`src/hdl/tts_pkg.sv`:
```
`default_nettype none
package tts_pkg;
    localparam int unsigned DATA_W = 32;
    localparam int unsigned IDX_W  = 6;

    // Datapath operation codes
    typedef enum logic [2:0] {
        OP_MUL = 3'd0,
        OP_DIV = 3'd1,
        OP_SUB = 3'd2
    } t_op;

    // Operand source selects
    typedef enum logic [2:0] {
        SRC_IN_LO  = 3'd0,
        SRC_IN_DG  = 3'd1,
        SRC_IN_RH  = 3'd2,
        SRC_PIV    = 3'd3,
        SRC_RHS    = 3'd4,
        SRC_UPP    = 3'd5,
        SRC_SOL    = 3'd6,
        SRC_ACC    = 3'd7
    } t_src;

    // Destination of a finished operation
    typedef enum logic [2:0] {
        DST_ACC = 3'd0,
        DST_TMP = 3'd1,
        DST_PIV = 3'd2,
        DST_RHS = 3'd3,
        DST_SOL = 3'd4
    } t_dst;

    typedef struct packed {
        logic             start;     // launch one operation
        t_op              op;
        t_src             src_a;
        t_src             src_b;
        logic             b_is_tmp;  // take operand b from the temporary
        t_dst             dst;
        logic [IDX_W-1:0] rd_addr;   // memory read row
        logic             rd_en;
        logic [IDX_W-1:0] wr_addr;   // memory write row
        logic             load_row;  // latch the accepted input beat
        logic             wr_first;  // store row 0 directly
        logic             wr_upper;  // store the upper coefficient
        logic             fault_set;
        logic             fault_clr;
    } t_cmd;

    typedef struct packed {
        logic busy;
        logic done;
    } t_stat;
endpackage
`default_nettype wire

```
`src/hdl/tts_ctrl.sv`:
```
`default_nettype none
module tts_ctrl
    import tts_pkg::*;
#(
    parameter int unsigned MAX_ROWS = 64
) (
    input  wire logic        i_clk,
    input  wire logic        i_rst_n,
    input  wire logic        i_in_valid,
    input  wire logic        i_in_last,
    output logic             o_in_ready,
    input  wire t_stat       i_stat,
    output t_cmd             o_cmd,
    output logic             o_out_valid,
    input  wire logic        i_out_ready,
    output logic [IDX_W-1:0] o_out_idx,
    output logic             o_out_last
);
    typedef enum logic [10:0] {
        S_IDLE  = 11'b00000000001,
        S_RD    = 11'b00000000010,
        S_F_MU  = 11'b00000000100,
        S_F_DU  = 11'b00000001000,
        S_F_SP  = 11'b00000010000,
        S_F_MR  = 11'b00000100000,
        S_F_DR  = 11'b00001000000,
        S_F_SR  = 11'b00010000000,
        S_B_RD  = 11'b00100000000,
        S_B_OP  = 11'b01000000000,
        S_OUT   = 11'b10000000000
    } t_state;

    t_state           r_state, n_state;
    logic [6:0]       r_cnt;    // rows stored
    logic [IDX_W-1:0] r_row, r_j;
    logic             r_last;
    logic [1:0]       r_step;   // back-substitution sub step
    logic             r_wait;   // an operation is in flight
    logic [IDX_W-1:0] r_oidx;
    logic             r_oval;

    logic w_acc;
    assign o_in_ready = (r_state == S_IDLE) && !r_oval;
    assign w_acc = i_in_valid && o_in_ready;

    logic w_go;  // launch when the unit is free
    assign w_go = !r_wait && !i_stat.busy;
    logic w_fin;
    assign w_fin = r_wait && i_stat.done;

    always_comb begin
        o_cmd = '0;
        o_cmd.op = OP_MUL;
        o_cmd.src_a = SRC_ACC;
        o_cmd.src_b = SRC_ACC;
        o_cmd.dst = DST_ACC;
        o_cmd.rd_addr = r_j;
        o_cmd.wr_addr = r_row;
        n_state = r_state;
        unique case (r_state)
            S_IDLE: begin
                if (w_acc) begin
                    o_cmd.load_row = 1'b1;
                    o_cmd.rd_en = 1'b1;
                    o_cmd.rd_addr = IDX_W'(r_cnt - 7'd1);
                    o_cmd.wr_addr = r_cnt[IDX_W-1:0];
                    if (r_cnt >= 7'(MAX_ROWS)) begin
                        o_cmd.fault_set = 1'b1;
                        n_state = i_in_last ? S_B_RD : S_IDLE;
                    end else begin
                        o_cmd.wr_upper = 1'b1;
                        if (r_cnt == 7'd0) begin
                            o_cmd.wr_first = 1'b1;
                            n_state = i_in_last ? S_B_RD : S_IDLE;
                        end else n_state = S_RD;
                    end
                end
            end
            S_RD: n_state = S_F_MU;
            S_F_MU: begin
                o_cmd.start = w_go; o_cmd.op = OP_MUL;
                o_cmd.src_a = SRC_UPP; o_cmd.src_b = SRC_IN_LO; o_cmd.dst = DST_ACC;
                if (w_fin) n_state = S_F_DU;
            end
            S_F_DU: begin
                o_cmd.start = w_go; o_cmd.op = OP_DIV;
                o_cmd.src_a = SRC_ACC; o_cmd.src_b = SRC_PIV; o_cmd.dst = DST_TMP;
                if (w_fin) n_state = S_F_SP;
            end
            S_F_SP: begin
                o_cmd.start = w_go; o_cmd.op = OP_SUB;
                o_cmd.src_a = SRC_IN_DG; o_cmd.b_is_tmp = 1'b1; o_cmd.dst = DST_PIV;
                if (w_fin) n_state = S_F_MR;
            end
            S_F_MR: begin
                o_cmd.start = w_go; o_cmd.op = OP_MUL;
                o_cmd.src_a = SRC_RHS; o_cmd.src_b = SRC_IN_LO; o_cmd.dst = DST_ACC;
                if (w_fin) n_state = S_F_DR;
            end
            S_F_DR: begin
                o_cmd.start = w_go; o_cmd.op = OP_DIV;
                o_cmd.src_a = SRC_ACC; o_cmd.src_b = SRC_PIV; o_cmd.dst = DST_TMP;
                if (w_fin) n_state = S_F_SR;
            end
            S_F_SR: begin
                o_cmd.start = w_go; o_cmd.op = OP_SUB;
                o_cmd.src_a = SRC_IN_RH; o_cmd.b_is_tmp = 1'b1; o_cmd.dst = DST_RHS;
                if (w_fin) n_state = r_last ? S_B_RD : S_IDLE;
            end
            S_B_RD: begin
                o_cmd.rd_en = 1'b1;
                n_state = S_B_OP;
            end
            S_B_OP: begin
                o_cmd.wr_addr = r_j;
                // last row: x = rhs/pivot; others: x = (rhs - upper*x[j+1])/pivot
                if (r_step == 2'd0) begin
                    o_cmd.start = w_go; o_cmd.op = OP_MUL;
                    o_cmd.src_a = SRC_UPP; o_cmd.b_is_tmp = 1'b1;
                end else if (r_step == 2'd1) begin
                    o_cmd.start = w_go; o_cmd.op = OP_SUB;
                    o_cmd.src_a = SRC_RHS; o_cmd.src_b = SRC_ACC;
                end else begin
                    o_cmd.start = w_go; o_cmd.op = OP_DIV;
                    o_cmd.src_a = (r_step == 2'd2) ? SRC_RHS : SRC_ACC;
                    o_cmd.src_b = SRC_PIV; o_cmd.dst = DST_SOL;
                end
                if (w_fin && o_cmd.dst == DST_SOL) begin
                    if (r_j == '0) n_state = S_OUT;
                    else n_state = S_B_RD;
                end
            end
            S_OUT: begin
                o_cmd.rd_en = 1'b1;
                o_cmd.rd_addr = r_oidx;
                if (!r_oval || i_out_ready) begin
                    if (r_oval && o_out_last) begin
                        o_cmd.fault_clr = 1'b1;
                        n_state = S_IDLE;
                    end
                end
            end
            default: n_state = S_IDLE;
        endcase
    end

    logic [IDX_W-1:0] w_n1;
    assign w_n1 = IDX_W'(r_cnt - 7'd1);

    always_ff @(posedge i_clk) begin
        if (!i_rst_n) begin
            r_state <= S_IDLE;
            r_cnt   <= '0;
            r_wait  <= 1'b0;
            r_oval  <= 1'b0;
            r_last  <= 1'b0;
            r_step  <= 2'd0;
        end else begin
            r_state <= n_state;
            if (o_cmd.start) r_wait <= 1'b1;
            if (w_fin) r_wait <= 1'b0;
            if (w_acc) begin
                r_last <= i_in_last;
                r_row  <= r_cnt[IDX_W-1:0];
                if (r_cnt < 7'(MAX_ROWS)) r_cnt <= r_cnt + 7'd1;
                r_j <= w_n1;
                if (r_cnt < 7'(MAX_ROWS)) r_j <= r_cnt[IDX_W-1:0];
                r_step <= 2'd2;
            end
            if (r_state == S_B_OP && w_fin) begin
                if (r_step == 2'd0) r_step <= 2'd1;
                else if (r_step == 2'd1) r_step <= 2'd3;
                else begin
                    r_step <= 2'd0;
                    r_j <= r_j - 1'b1;
                end
            end
            if (r_state != S_OUT && n_state == S_OUT) begin
                r_oidx <= '0;
                r_oval <= 1'b0;
            end
            if (r_state == S_OUT) begin
                if (!r_oval || i_out_ready) begin
                    if (r_oval && o_out_last) begin
                        r_oval <= 1'b0;
                        r_cnt  <= '0;
                    end else if (!r_oval) begin
                        // read data is in the register in the cycle after the address
                        r_oval <= r_step[1] ? 1'b0 : 1'b1;
                        r_step <= 2'd2;
                        if (r_step == 2'd2) r_step <= 2'd0;
                    end else begin
                        r_oval <= 1'b0;
                        r_oidx <= r_oidx + 1'b1;
                        r_step <= 2'd2;
                    end
                end
            end
        end
    end

    assign o_out_valid = r_oval;
    assign o_out_idx   = r_oidx;
    assign o_out_last  = (r_oidx == w_n1);
endmodule
`default_nettype wire

```
`config.mk`:
```
export PLATFORM = sky130hd
export DESIGN_NAME = tts_ctrl
export DESIGN_NICKNAME = d
export VERILOG_FILES = /design/src/hdl/tts_pkg.sv /design/src/hdl/tts_ctrl.sv
export SDC_FILE = /design/constraint.sdc
export NUM_CORES = 1
export LEC_CHECK = 0
export BUFFER_PORTS_ARGS = -buffer_cell sky130_fd_sc_hd__buf_2
export CORE_MARGIN = 2
export CORE_UTILIZATION = 58
export CTS_CLUSTER_DIAMETER = 150
export DETAILED_ROUTE_END_ITERATION = 10
export PLACE_DENSITY = 0.81
export SETUP_SLACK_MARGIN = 0.2
export SLEW_MARGIN = 20
export SYNTH_ARGS = -nofsm -noshare
export SYNTH_HDL_FRONTEND = slang
export SYNTH_SLANG_ARGS = --single-unit
```
`constraint.sdc`:
```
create_clock -name i_clk -period 3.35 [get_ports i_clk]
set_input_delay 0.67 -clock i_clk [delete_from_list [all_inputs] [get_ports i_clk]]
set_output_delay 0.67 -clock i_clk [all_outputs]
set_load 0.01 [all_outputs]
```
# [Word level (Yosys, flattened, before mapping)]
# Cells that the tools add are included.
[totals] reg_bits=41 in_bits=7 elab_cells=123 output_inout_bits=41
[op_classes] reduce_logical=21 muxes=69 magnitude_cmp=2 bitwise_logic=1 add_sub_neg=4 n_eq_ne=17
[ops] cell="two-way mux 11 bit" n=12
[ops] cell="case mux 11 bit (11 select lines)" n=1
[ops] cell="two-way mux 6 bit" n=10
[ops] cell="case mux 7 bit (6 select lines)" n=1
[ops] cell="two-way mux 7 bit" n=5
[ops] cell="two-way mux 9 bit" n=3
[ops] cell="case mux 6 bit (2 select lines)" n=2
[ops] cell="== test 11 bit (second input constant)" n=2
[ops] cell="two-way mux 2 bit" n=11
[ops] cell="two-way mux 17 bit" n=1
[ops] cell="two-way mux 1 bit" n=12
[ops] cell="two-way mux 3 bit" n=4
[ops] cell="case mux 3 bit (4 select lines)" n=1
[ops] cell="subtractor 6 x 1 -> 6 bit (second input constant)" n=2
[ops] cell="== test 11 x 1 -> 1 bit (second input constant)" n=1
[ops] cell="== test 11 x 10 -> 1 bit (second input constant)" n=1
[ops] cell="== test 11 x 2 -> 1 bit (second input constant)" n=1
[ops] cell="== test 11 x 3 -> 1 bit (second input constant)" n=1
[ops] cell="== test 11 x 4 -> 1 bit (second input constant)" n=1
[ops] cell="== test 11 x 5 -> 1 bit (second input constant)" n=1
[ops] cell="== test 11 x 6 -> 1 bit (second input constant)" n=1
[ops] cell="== test 11 x 7 -> 1 bit (second input constant)" n=1
[ops] cell="== test 11 x 8 -> 1 bit (second input constant)" n=1
[ops] cell="== test 11 x 9 -> 1 bit (second input constant)" n=1
[ops] cell="other kinds (23)" n=37

# [Logic depth before layout (Yosys ltp)]
# Gate-level depths: netlist (run 1).
[depth] word_depth=15 mapped_depth=10 ltp_nobuf=8

# [Worst setup path after synthesis (run 1)]
# Ideal clock, no wire load.
[synth_timing] path_kind="reg2out" from="register r_state[7]" to="output o_cmd[24] (netlist bit)" path_stages_with_launch=8 path_buffers=2 arrival_time_ps=2091 slack_ps=589 required_ps=2680 path_cell_list="dfxtp_1 > buf_6 > or4_4 > buf_6 > or3_1 > nor3_1 > nand2b_1 > nor2b_1"
[synth_lines] item="start, declared" line_no="tts_ctrl.sv:33" source="t_state r_state, n_state;"
[synth_lines] item="start signal, assigned" line_no="tts_ctrl.sv:159" source="r_state <= n_state;"
[synth_lines] item="end, declared" line_no="tts_ctrl.sv:13" source="output t_cmd o_cmd,"

==> run_results.csv, run 1 <==
group,metric,value,unit
synth,synthTopCellsByArea,"edfxtp_1 17%, dfxtp_1 14%, nand2_1 6.9%, nor2_1 5.4%, xnor2_1 5.2%",
timing,slew_violations,0,
timing,max_freq,328,MHz
timing,finalSetupViolations,0,
worst_hold_path,min_delay_path_depth,2,
synth,synth_edf_count,18,
placed_design,io_buffers,46,
finish,drive_gt1_share,20.3,%
global_routing,grtUsageMet3,5.29,%
synth,yosysWarnings,0,
floorplanning,fp.dieW,78.2,µm
synth,ys.flop_type,"dfxtp_1",
finish,diodes,0,
finish,layoutNonFillerInstCount,511,
placed_design,globalplace.congestion,0.908,
finish,fill_cells,464,
synth,synth_top_cell_by_area,"edfxtp_1",
clock_tree,cts_num_sinks,41,
worst_hold_path,min_path_type,"register to register",
power_and_ir_drop,ir_drop,0.275,mV
drt,drc_errors,0,
placed_design,place_ws,0.506,ns
floorplanning,dieArea,6110,µm²
global_routing,grt.total_usage,27.9,%
finish,final_nets,453,
drt,routed_wl,8400,µm
critical_path,start_kind,"register",
timing,grt_setup_unrepaired,"yes",
floorplanning,core,5410,µm²
power_and_ir_drop,p_leak,1.42,nW
timing,period_share,90.9,%
drt,drt_pass1_iterations,5,
finish,areaGrowthSynthToFinish,11.2,%
timing,fin_ws,0.305,ns
global_routing,grt_busiest_layer,"met2",
drt,via_count,3166,
clock_tree,clockRootBuffer,"clkbuf_8",
floorplanning,start_util,59.1,%
clock_tree,cts_buffer_depth,2,
finish,layout_commonest_cell,"nand2_1",
clock_tree,clk_latency,0.31,ns
drt,ant_nets,0,
synth,synth-seq-area-share,31.3,%
synth,synth_seq_cells,41,
timing,finalCriticalPeriod,3.04,ns
placed_design,dpl_cell_area,3410,µm²
placed_design,place_hpwl,6130,µm
drt,first_iter_violations,449,
global_routing,antenna_found_initial,0,
timing,slew-limit-headroom,55.0,%
clock_tree,cts_made_buffers,5,
timing,hold_violations,0,
floorplanning,num_io_pins,48,
floorplanning,rows,27,
finish,finalInstanceArea,3550,µm²
synth,synth_top_family_by_area,"simple AND/OR/NAND/NOR gates",
global_routing,overflow,0,
synth,avgSynthCellArea,7.90,µm²
synth,synth.distinct_cells,67,
placed_design,placed_cells,501,
synth,synth_compound_area_share,15.5,%
floorplanning,fp.dieH,78.2,µm
finish,multiInputGateArea,2000,µm²
clock_tree,path_clk_slew,0.09,ns
timing,hold_slack,0.487,ns
synth,async_flop_share,0,%
critical_path,required,2.68,ns
timing,fin_worst_skew,0.00579,ns
drt,vias_per_cell,6.20,
power_and_ir_drop,totalPowerFinal,1.52,mW
synth,synth-simple-area-share,32.4,%
critical_path,crit_fanout,8,
synth,syn_nets,419,
critical_path,critPathCaptureType,"output port",
synth,synth_fa_ha_area_share,3.13,%
global_routing,grt_pass1_wl,13700,µm
outcome,status,"finished clean",
finish,final_core_util,65.7,%
power_and_ir_drop,power_density,427,nW/µm²
global_routing,gr-usage-met2,42.7,%
global_routing,grt_util_met1,39.9,%
clock_tree,cts_tree,"built",
critical_path,r2r_cells,9,
synth,yosysTopAreaCellShare,16.9,%
job,drv_cap,0,
critical_path,arrival,2.37,ns
global_routing,grt_max_degree,19,
synth,postSynthCellCount,404,
timing,fin_setup_tns,0,ns
critical_path,path_class,"register to output port",
synth,syn_area,3190,µm²
finish,mostFrequentLayoutCells,"59 x nand2_1, 46 x nor2_1, 46 x buf_2",
clock_tree,h-tree-depth,2,
synth,synthXorXnorAreaFrac,8.78,%
synth,synthMuxAreaShare,2.08,%
timing,max_slew.worst_pin.slew,0.670,ns
global_routing,grt_pass1_vias,2813,
drt,wl_per_cell,16.4,µm
finish,regArea,1010,µm²
Yosys cell counts, types with 2 or more instances:
master    number
nand2b_1       3
nand2_1       59
clkbuf_1       6
nor4_2         2
nand3_1       16
buf_6          2
mux2i_1        4
a31oi_1        5
a22oi_1        9
nor3_2         4
nor4b_2        2
nor4_1         6
buf_2         16
nand4_1        4
xor2_1        13
a221oi_1       3
a21oi_1       14
or4_1          3
inv_1         15
nor4bb_1       2
ha_1           8
nor3_1        21
nor2_1        46
a211oi_1       3
and3_1         2
edfxtp_1      18
o21ai_1        2
or3b_1         2
o31ai_1        2
nor4_4         2
o21ai_0       16
dfxtp_1       23
xnor2_1       19
buf_4          3
o22ai_1        3
or3_1          4
nor2b_1        4
o211ai_1       5
and2_1         5
layout make-up:
cell class | count | share of cell area [%]
Tap cell | 72 | 2.54
Clock buffer | 5 | 1.94
Timing Repair Buffer | 55 | 8.39
Inverter | 16 | 1.76
Sequential cell | 41 | 28.3
Multi-Input combinational cell | 319 | 56.4
Clock inverter | 3 | 0.599
repair_timing:
item | CTS | global route
gates resized for setup | 1 | 8
pin swaps | 1 | 1
endpoints found under the setup margin | 4 | 18
buffers inserted | 0 | 2
hold buffers | 0 | 0
where the power goes:
group	total (mW)	internal (mW)	leakage (nW)	switching, mW
Clock	0.345	0.148	0.0445	0.197
Combinational	0.530	0.220	1.01	0.310
Sequential	0.640	0.570	0.364	0.0699
sequential cells by signal (all words and copies together) (netlist names), 2 cells and up:
signal and count:
r_j 6, r_state 11, r_row 6, o_out_idx 6, r_step 2, r_cnt 7
kinds of logic after synthesis:
| logic type | Yosys count |
|---|---|
| AND/OR/NAND/NOR | 197 |
| AO/OA/AOI/OAI | 75 |
| buffers and inverters | 44 |
| flip-flops | 41 |
| XOR/XNOR | 32 |
| adder cells (fa/ha/maj) | 8 |
| multiplexers | 6 |
| other | 1 |
routing by layer:
metal  wire, µm  share of wire, %
met4        126               1.5
met1       3620                43
met5          0                 0
met2       3830                46
met3        818               9.7
path summary, 6_finish.rpt:
check | endpoint | slack [ns] | from
max | o_cmd[0] | 0.31 | r_cnt[1]$_SDFF_PN0_
min | r_last$_SDFFE_PN0P_ | 0.49 | r_last$_SDFFE_PN0P_
max reg2reg | o_out_idx[3]$_DFFE_PP_ | 0.58 | r_cnt[1]$_SDFF_PN0_
min reg2reg | r_last$_SDFFE_PN0P_ | 0.49 | r_last$_SDFFE_PN0P_
critical path, stage by stage, from the launching register on:
cell and delay, ns:
dfxtp_1 0.41, inv_1 0.12, ha_2 0.22, or3b_1 0.40, xnor2_1 0.14, nor4_1 0.20, buf_4 0.18, nand2_1 0.10
nor2_1 0.15, buf_2 0.14
Power figures use the tool's default switching activity.
==> run 2: changes to the inputs <==
GPL_TIMING_DRIVEN = 0   (was not set)
==> run 2 against run 1 <==
Clock power increased by 21%. Non-clock buffer count increased by 28. Utilization increased by 4.7 points. Die area unchanged. Critical endpoint unchanged. Largest cell class unchanged. Largest power group unchanged.
==> run_results.csv, run 2 (synthesized netlist as in run 1, its figures left out) <==
group,metric,value,unit
outcome,status,"finished clean",
critical_path,crit_fanout,7,
clock_tree,h-tree-depth,2,
timing,finalSetupViolations,0,
power_and_ir_drop,ir_drop,0.245,mV
critical_path,crit_start,"r_cnt[0]$_SDFF_PN0_",
placed_design,dpl_cell_area,3510,µm²
clock_tree,ctsHoldBuffers,0,
power_and_ir_drop,p_leak,1.56,nW
drt,wl_per_cell,16.8,µm
finish,final_core_util,70.3,%
clock_tree,path_clk_slew,0.09,ns
global_routing,grt_pass1_wl,14500,µm
floorplanning,fp.dieW,78.2,µm
placed_design,globalplace.congestion,0.956,
clock_tree,cts_num_sinks,41,
critical_path,start_kind,"register",
drt,drt_pass1_iterations,5,
global_routing,antenna_found_initial,0,
timing,max_freq,325,MHz
timing,finalCriticalPeriod,3.08,ns
floorplanning,num_io_pins,48,
timing,fin_worst_skew,0.00904,ns
global_routing,grt_busiest_layer,"met2",
drt,first_iter_violations,399,
placed_design,io_buffers,46,
placed_design,place_hpwl,6390,µm
global_routing,grt_util_met1,42.8,%
finish,fill_cells,449,
finish,multiInputGateArea,2070,µm²
finish,areaGrowthSynthToFinish,19.1,%
floorplanning,start_util,59.1,%
finish,top_register,"r_state",
floorplanning,rows,27,
critical_path,regToRegStartpoint,"r_cnt[0]$_SDFF_PN0_",
finish,diodes,0,
global_routing,grtUsageMet3,5.06,%
global_routing,gr-usage-met2,46.6,%
floorplanning,core,5410,µm²
finish,finalInstanceArea,3800,µm²
floorplanning,dieArea,6110,µm²
global_routing,grt_pass1_vias,2963,
worst_hold_path,min_path_type,"register to register",
finish,largest_register_ffs,11,
timing,period_share,91.9,%
drt,via_count,3316,
clock_tree,cts_tree,"built",
timing,max_slew.worst_pin.slew,0.693,ns
clock_tree,cts_made_buffers,5,
critical_path,path_class,"register to output port",
timing,slew-limit-headroom,53.5,%
timing,fin_ws,0.271,ns
global_routing,grt_max_degree,19,
clock_tree,clockRootBuffer,"clkbuf_8",
power_and_ir_drop,power_density,429,nW/µm²
clock_tree,clk_latency,0.31,ns
finish,drive_gt1_share,24.2,%
drt,drc_errors,0,
timing,slew_violations,0,
floorplanning,fp.dieH,78.2,µm
critical_path,required,2.68,ns
global_routing,overflow,0,
timing,grt_setup_unrepaired,"yes",
placed_design,place_ws,0.164,ns
timing,hold_violations,0,
finish,final_nets,481,
finish,regArea,1000,µm²
worst_hold_path,min-delay-start,"r_cnt[2]$_SDFF_PN0_",
timing,hold_slack,0.432,ns
timing,fin_setup_tns,0,ns
finish,reg.largest.list,"r_state x11, r_cnt x7",
job,drv_cap,0,
clock_tree,cts_buffer_depth,2,
critical_path,arrival,2.41,ns
finish,mostFrequentLayoutCells,"57 x buf_2, 57 x nand2_1, 45 x nor2_1",
drt,routed_wl,9030,µm
drt,ant_nets,0,
global_routing,grt.total_usage,29.9,%
critical_path,critPathCaptureType,"output port",
drt,vias_per_cell,6.15,
[run 2: repair_timing]
action,4_1_cts,5_1_grt
setup buffers,3,6
resized for setup,10,17
setup endpoints to repair,18,21
pin swaps,4,5
endpoints found under the hold margin,0,0
[run 2: final cells by class]
class	instances	share of cell area [%]
clock inverter	2	1.02
inverter	16	1.65
timing repair buffer	55	7.83
multi-input combinational	319	54.4
buffer	28	4.54
clock buffer	6	1.91
tap	72	2.37
sequential	41	26.3
[run 2: layer usage]
layer  share of wire, %  up-vias
met4                1.8        0
met3                9.3       13
met5                  0        -
met1                 44     1567
met2                 45      171
li1                   -     1565
[run 2: critical path, stage by stage, from the launching register on]
cell     delay, ns
dfxtp_1       0.33
buf_2         0.19
inv_1         0.11
ha_2          0.23
or3b_1        0.41
xnor2_1       0.17
nor4_2        0.26
nand2_2       0.13
nor2_1        0.13
buf_2         0.14
[run 2: per-stage QoR]
step	power, mW	cells
after floorplan	0.994	404
after global placement	1.14	522
after detailed placement	1.15	522
after CTS	1.58	533
after global routing	1.70	539
final	1.63	539
[run 2: power by group]
group	switching, mW	internal (mW)	leakage [nW]
clock network	0.192	0.224	0.0554
logic	0.359	0.241	1.15
registers	0.0457	0.569	0.362
total	0.597	1.03	1.56
[run 2: path summary, 6_finish.rpt]
check | cells after the start | to | slack (ns)
worst max-delay path | 9 | o_cmd[0] | 0.27
worst min-delay path | 0 | r_row[2]$_DFFE_PP_ | 0.43
worst max register to register | 10 | o_out_idx[3]$_DFFE_PP_ | 0.55
worst min register to register | 0 | r_row[2]$_DFFE_PP_ | 0.43
==> run 3: changes to the inputs <==
CORE_UTILIZATION = 55   (was 58)
PLACE_DENSITY = 0.77   (was 0.81)
==> run 3 against run 2 <==
Combinational power rose by 0.8%. Cell area fell by 0.33%. Clock skew fell by 0.0059 ns. Critical path depth rose by 1. Critical endpoint is now o_cmd[12]. Largest cell class unchanged. Highest routed layer unchanged.
==> run_results.csv, run 3 (synthesized netlist as in run 1, its figures left out) <==
group,metric,value,unit
outcome,status,"finished clean",
power_and_ir_drop,power_frac_clock,22.3,%
clock_tree,cts_num_sinks,41,
power_and_ir_drop,sw_frac_of_total,38.3,%
global_routing,grt_max_degree,19,
finish,mostFrequentLayoutCells,"58 x nand2_1, 55 x buf_2, 45 x nor2_1",
job,drv_cap,0,
clock_tree,cts_buffer_depth,2,
drt,vias_per_cell,6.03,
power_and_ir_drop,intPower,0.966,mW
placed_design,placed_cells,522,
drt,wl_per_cell,16.4,µm
global_routing,grt_pass1_wl,14300,µm
global_routing,grt.total_usage,28.3,%
finish,fill_cells,490,
drt,drt_pass1_iterations,8,
worst_hold_path,worstHoldEndpoint,"r_row[2]$_DFFE_PP_",
clock_tree,clk_latency,0.30,ns
timing,period_share,91.4,%
drt,ant_nets,0,
worst_hold_path,min_delay_path_depth,0,
critical_path,rrSetupSlack,0.73,ns
worst_hold_path,min_path_type,"register to register",
timing,finalCriticalPeriod,3.06,ns
floorplanning,core,5540,µm²
timing,hold_slack,0.430,ns
global_routing,grt_pass1_vias,3027,
finish,layout_commonest_cell,"nand2_1",
global_routing,antenna_found_initial,0,
drt,drc_errors,0,
finish,final_nets,482,
clock_tree,cts_made_buffers,5,
finish,reg.largest.list,"r_state x11, r_cnt x7",
clock_tree,ctsHoldBuffers,0,
power_and_ir_drop,power_density,413,nW/µm²
clock_tree,h-tree-depth,2,
global_routing,overflow,0,
timing,fin_setup_tns,0,ns
critical_path,path_cells,"clkbuf_4 -> nor4_4 -> and2_1 -> clkbuf_4 -> nand3_4 -> inv_4 -> buf_6 -> nor3_1 -> a221o_1 -> buf_2",
finish,largest_register_ffs,11,
power_and_ir_drop,seqPwrFrac,39.1,%
drt,first_iter_violations,279,
timing,grt_setup_unrepaired,"yes",
finish,top_register,"r_state",
timing,hold_violations,0,
floorplanning,dieArea,6430,µm²
clock_tree,path_clk_slew,0.09,ns
critical_path,path_class,"register to output port",
finish,regArea,1000,µm²
critical_path,critPathMaxStageDelay,0.35,ns
floorplanning,rows,27,
power_and_ir_drop,ir_drop,0.289,mV
critical_path,start_kind,"register",
floorplanning,fp.dieW,80.2,µm
floorplanning,start_util,57.6,%
critical_path,r2r-end,"r_j[5]$_DFFE_PP_",
finish,finalInstanceArea,3790,µm²
critical_path,arrival,2.39,ns
critical_path,regToRegStartpoint,"r_step[1]$_SDFF_PN0_",
floorplanning,fp.dieH,80.2,µm
timing,fin_worst_skew,0.00318,ns
finish,multiInputGateArea,2060,µm²
timing,max_slew.worst_pin.slew,0.679,ns
finish,areaGrowthSynthToFinish,18.7,%
power_and_ir_drop,p_switching,0.599,mW
critical_path,r2r_cells,8,
drt,routed_wl,8870,µm
clock_tree,cts_tree,"built",
placed_design,globalplace.congestion,0.955,
critical_path,crit_fanout,10,
placed_design,io_buffers,46,
floorplanning,num_io_pins,48,
worst_hold_path,min-delay-start,"r_cnt[2]$_SDFF_PN0_",
critical_path,critPathCaptureType,"output port",
finish,diodes,0,
finish,layoutNonFillerInstCount,540,
timing,finalSetupViolations,0,
finish,drive_gt1_share,24.6,%
drt,via_count,3258,
timing,max_freq,327,MHz
power_and_ir_drop,p_leak,1.54,nW
timing,slew_violations,0,
timing,slew-limit-headroom,54.4,%
power_and_ir_drop,power_frac_comb,38.6,%
placed_design,place_hpwl,6410,µm
critical_path,critical-path-slowest-cell,"nor4_4",
critical_path,required,2.68,ns
placed_design,dpl_cell_area,3510,µm²
critical_path,cp_common_cell,"clkbuf_4",
clock_tree,clockRootBuffer,"clkbuf_8",
[run 3: power groups by stage]
stage                     Combinational, mW  Clock (mW)  Sequential (mW)
after detailed placement              0.536           0            0.621
final                                 0.605       0.349            0.611
after floorplan                       0.384           0            0.610
after global placement                0.525           0            0.619
after CTS                             0.557       0.351            0.609
after global routing                  0.664       0.375            0.616
[run 3: how the worst max path moves through the flow]
stage                     cells after the start              startpoint  slack [ns]         to
final                                        10   r_state[6]$_SDFF_PN0_        0.29  o_cmd[12]
after floorplan                               7   r_state[7]$_SDFF_PN0_        0.59  o_cmd[24]
after CTS                                     7   r_state[1]$_SDFF_PN0_        0.19  o_cmd[25]
after global routing                          9   r_state[6]$_SDFF_PN0_        0.16   o_cmd[7]
after detailed placement                     11  r_state[10]$_SDFF_PN0_        0.17  o_cmd[13]
after global placement                       11  r_state[10]$_SDFF_PN0_        0.19   o_cmd[7]
[run 3: worst max-delay path, delay by kind of cell, from the launching register on]
family | cells | cell delay [ns]
DFF | 1 | 0.32
and+or+nand+nor | 4 | 0.71
AOI/OAI and AO/OA | 1 | 0.26
buffers and inverters | 5 | 0.79
[run 3: layout make-up]
type | instances | share of cell area, %
buffer | 28 | 4.69
timing repair buffer | 56 | 8.06
clock inverter | 3 | 0.594
clock buffer | 5 | 1.82
multi-input combinational | 319 | 54.4
inverter | 16 | 1.65
tap | 72 | 2.38
sequential | 41 | 26.4
[run 3: timing repair]
item,in CTS,in global routing
setup buffers,4,6
setup endpoints to repair,17,21
gates resized for setup,10,17
pin swaps,4,4
[run 3: per-layer routing]
| layer | up-vias | track usage (%) | share of wire [%] |
|---|---|---|---|
| met2 | 141 | 48.8 | 51 |
| met5 | - | 0 | 0 |
| met4 | 0 | 11.0 | 3.2 |
| met1 | 1529 | 35.2 | 40 |
| met3 | 29 | 4.72 | 6.1 |
| li1 | 1559 | - | - |
[run 3: stage by stage]
step / power, mW / setup slack, ns / util [%]
after global placement: 1.14 / 0.194 / 63.4
final: 1.56 / 0.289 / 68.4
after detailed placement: 1.16 / 0.168 / 63.4
after global routing: 1.65 / 0.160 / 68.4
after CTS: 1.52 / 0.193 / 66.6
after floorplan: 0.994 / 0.589 / -
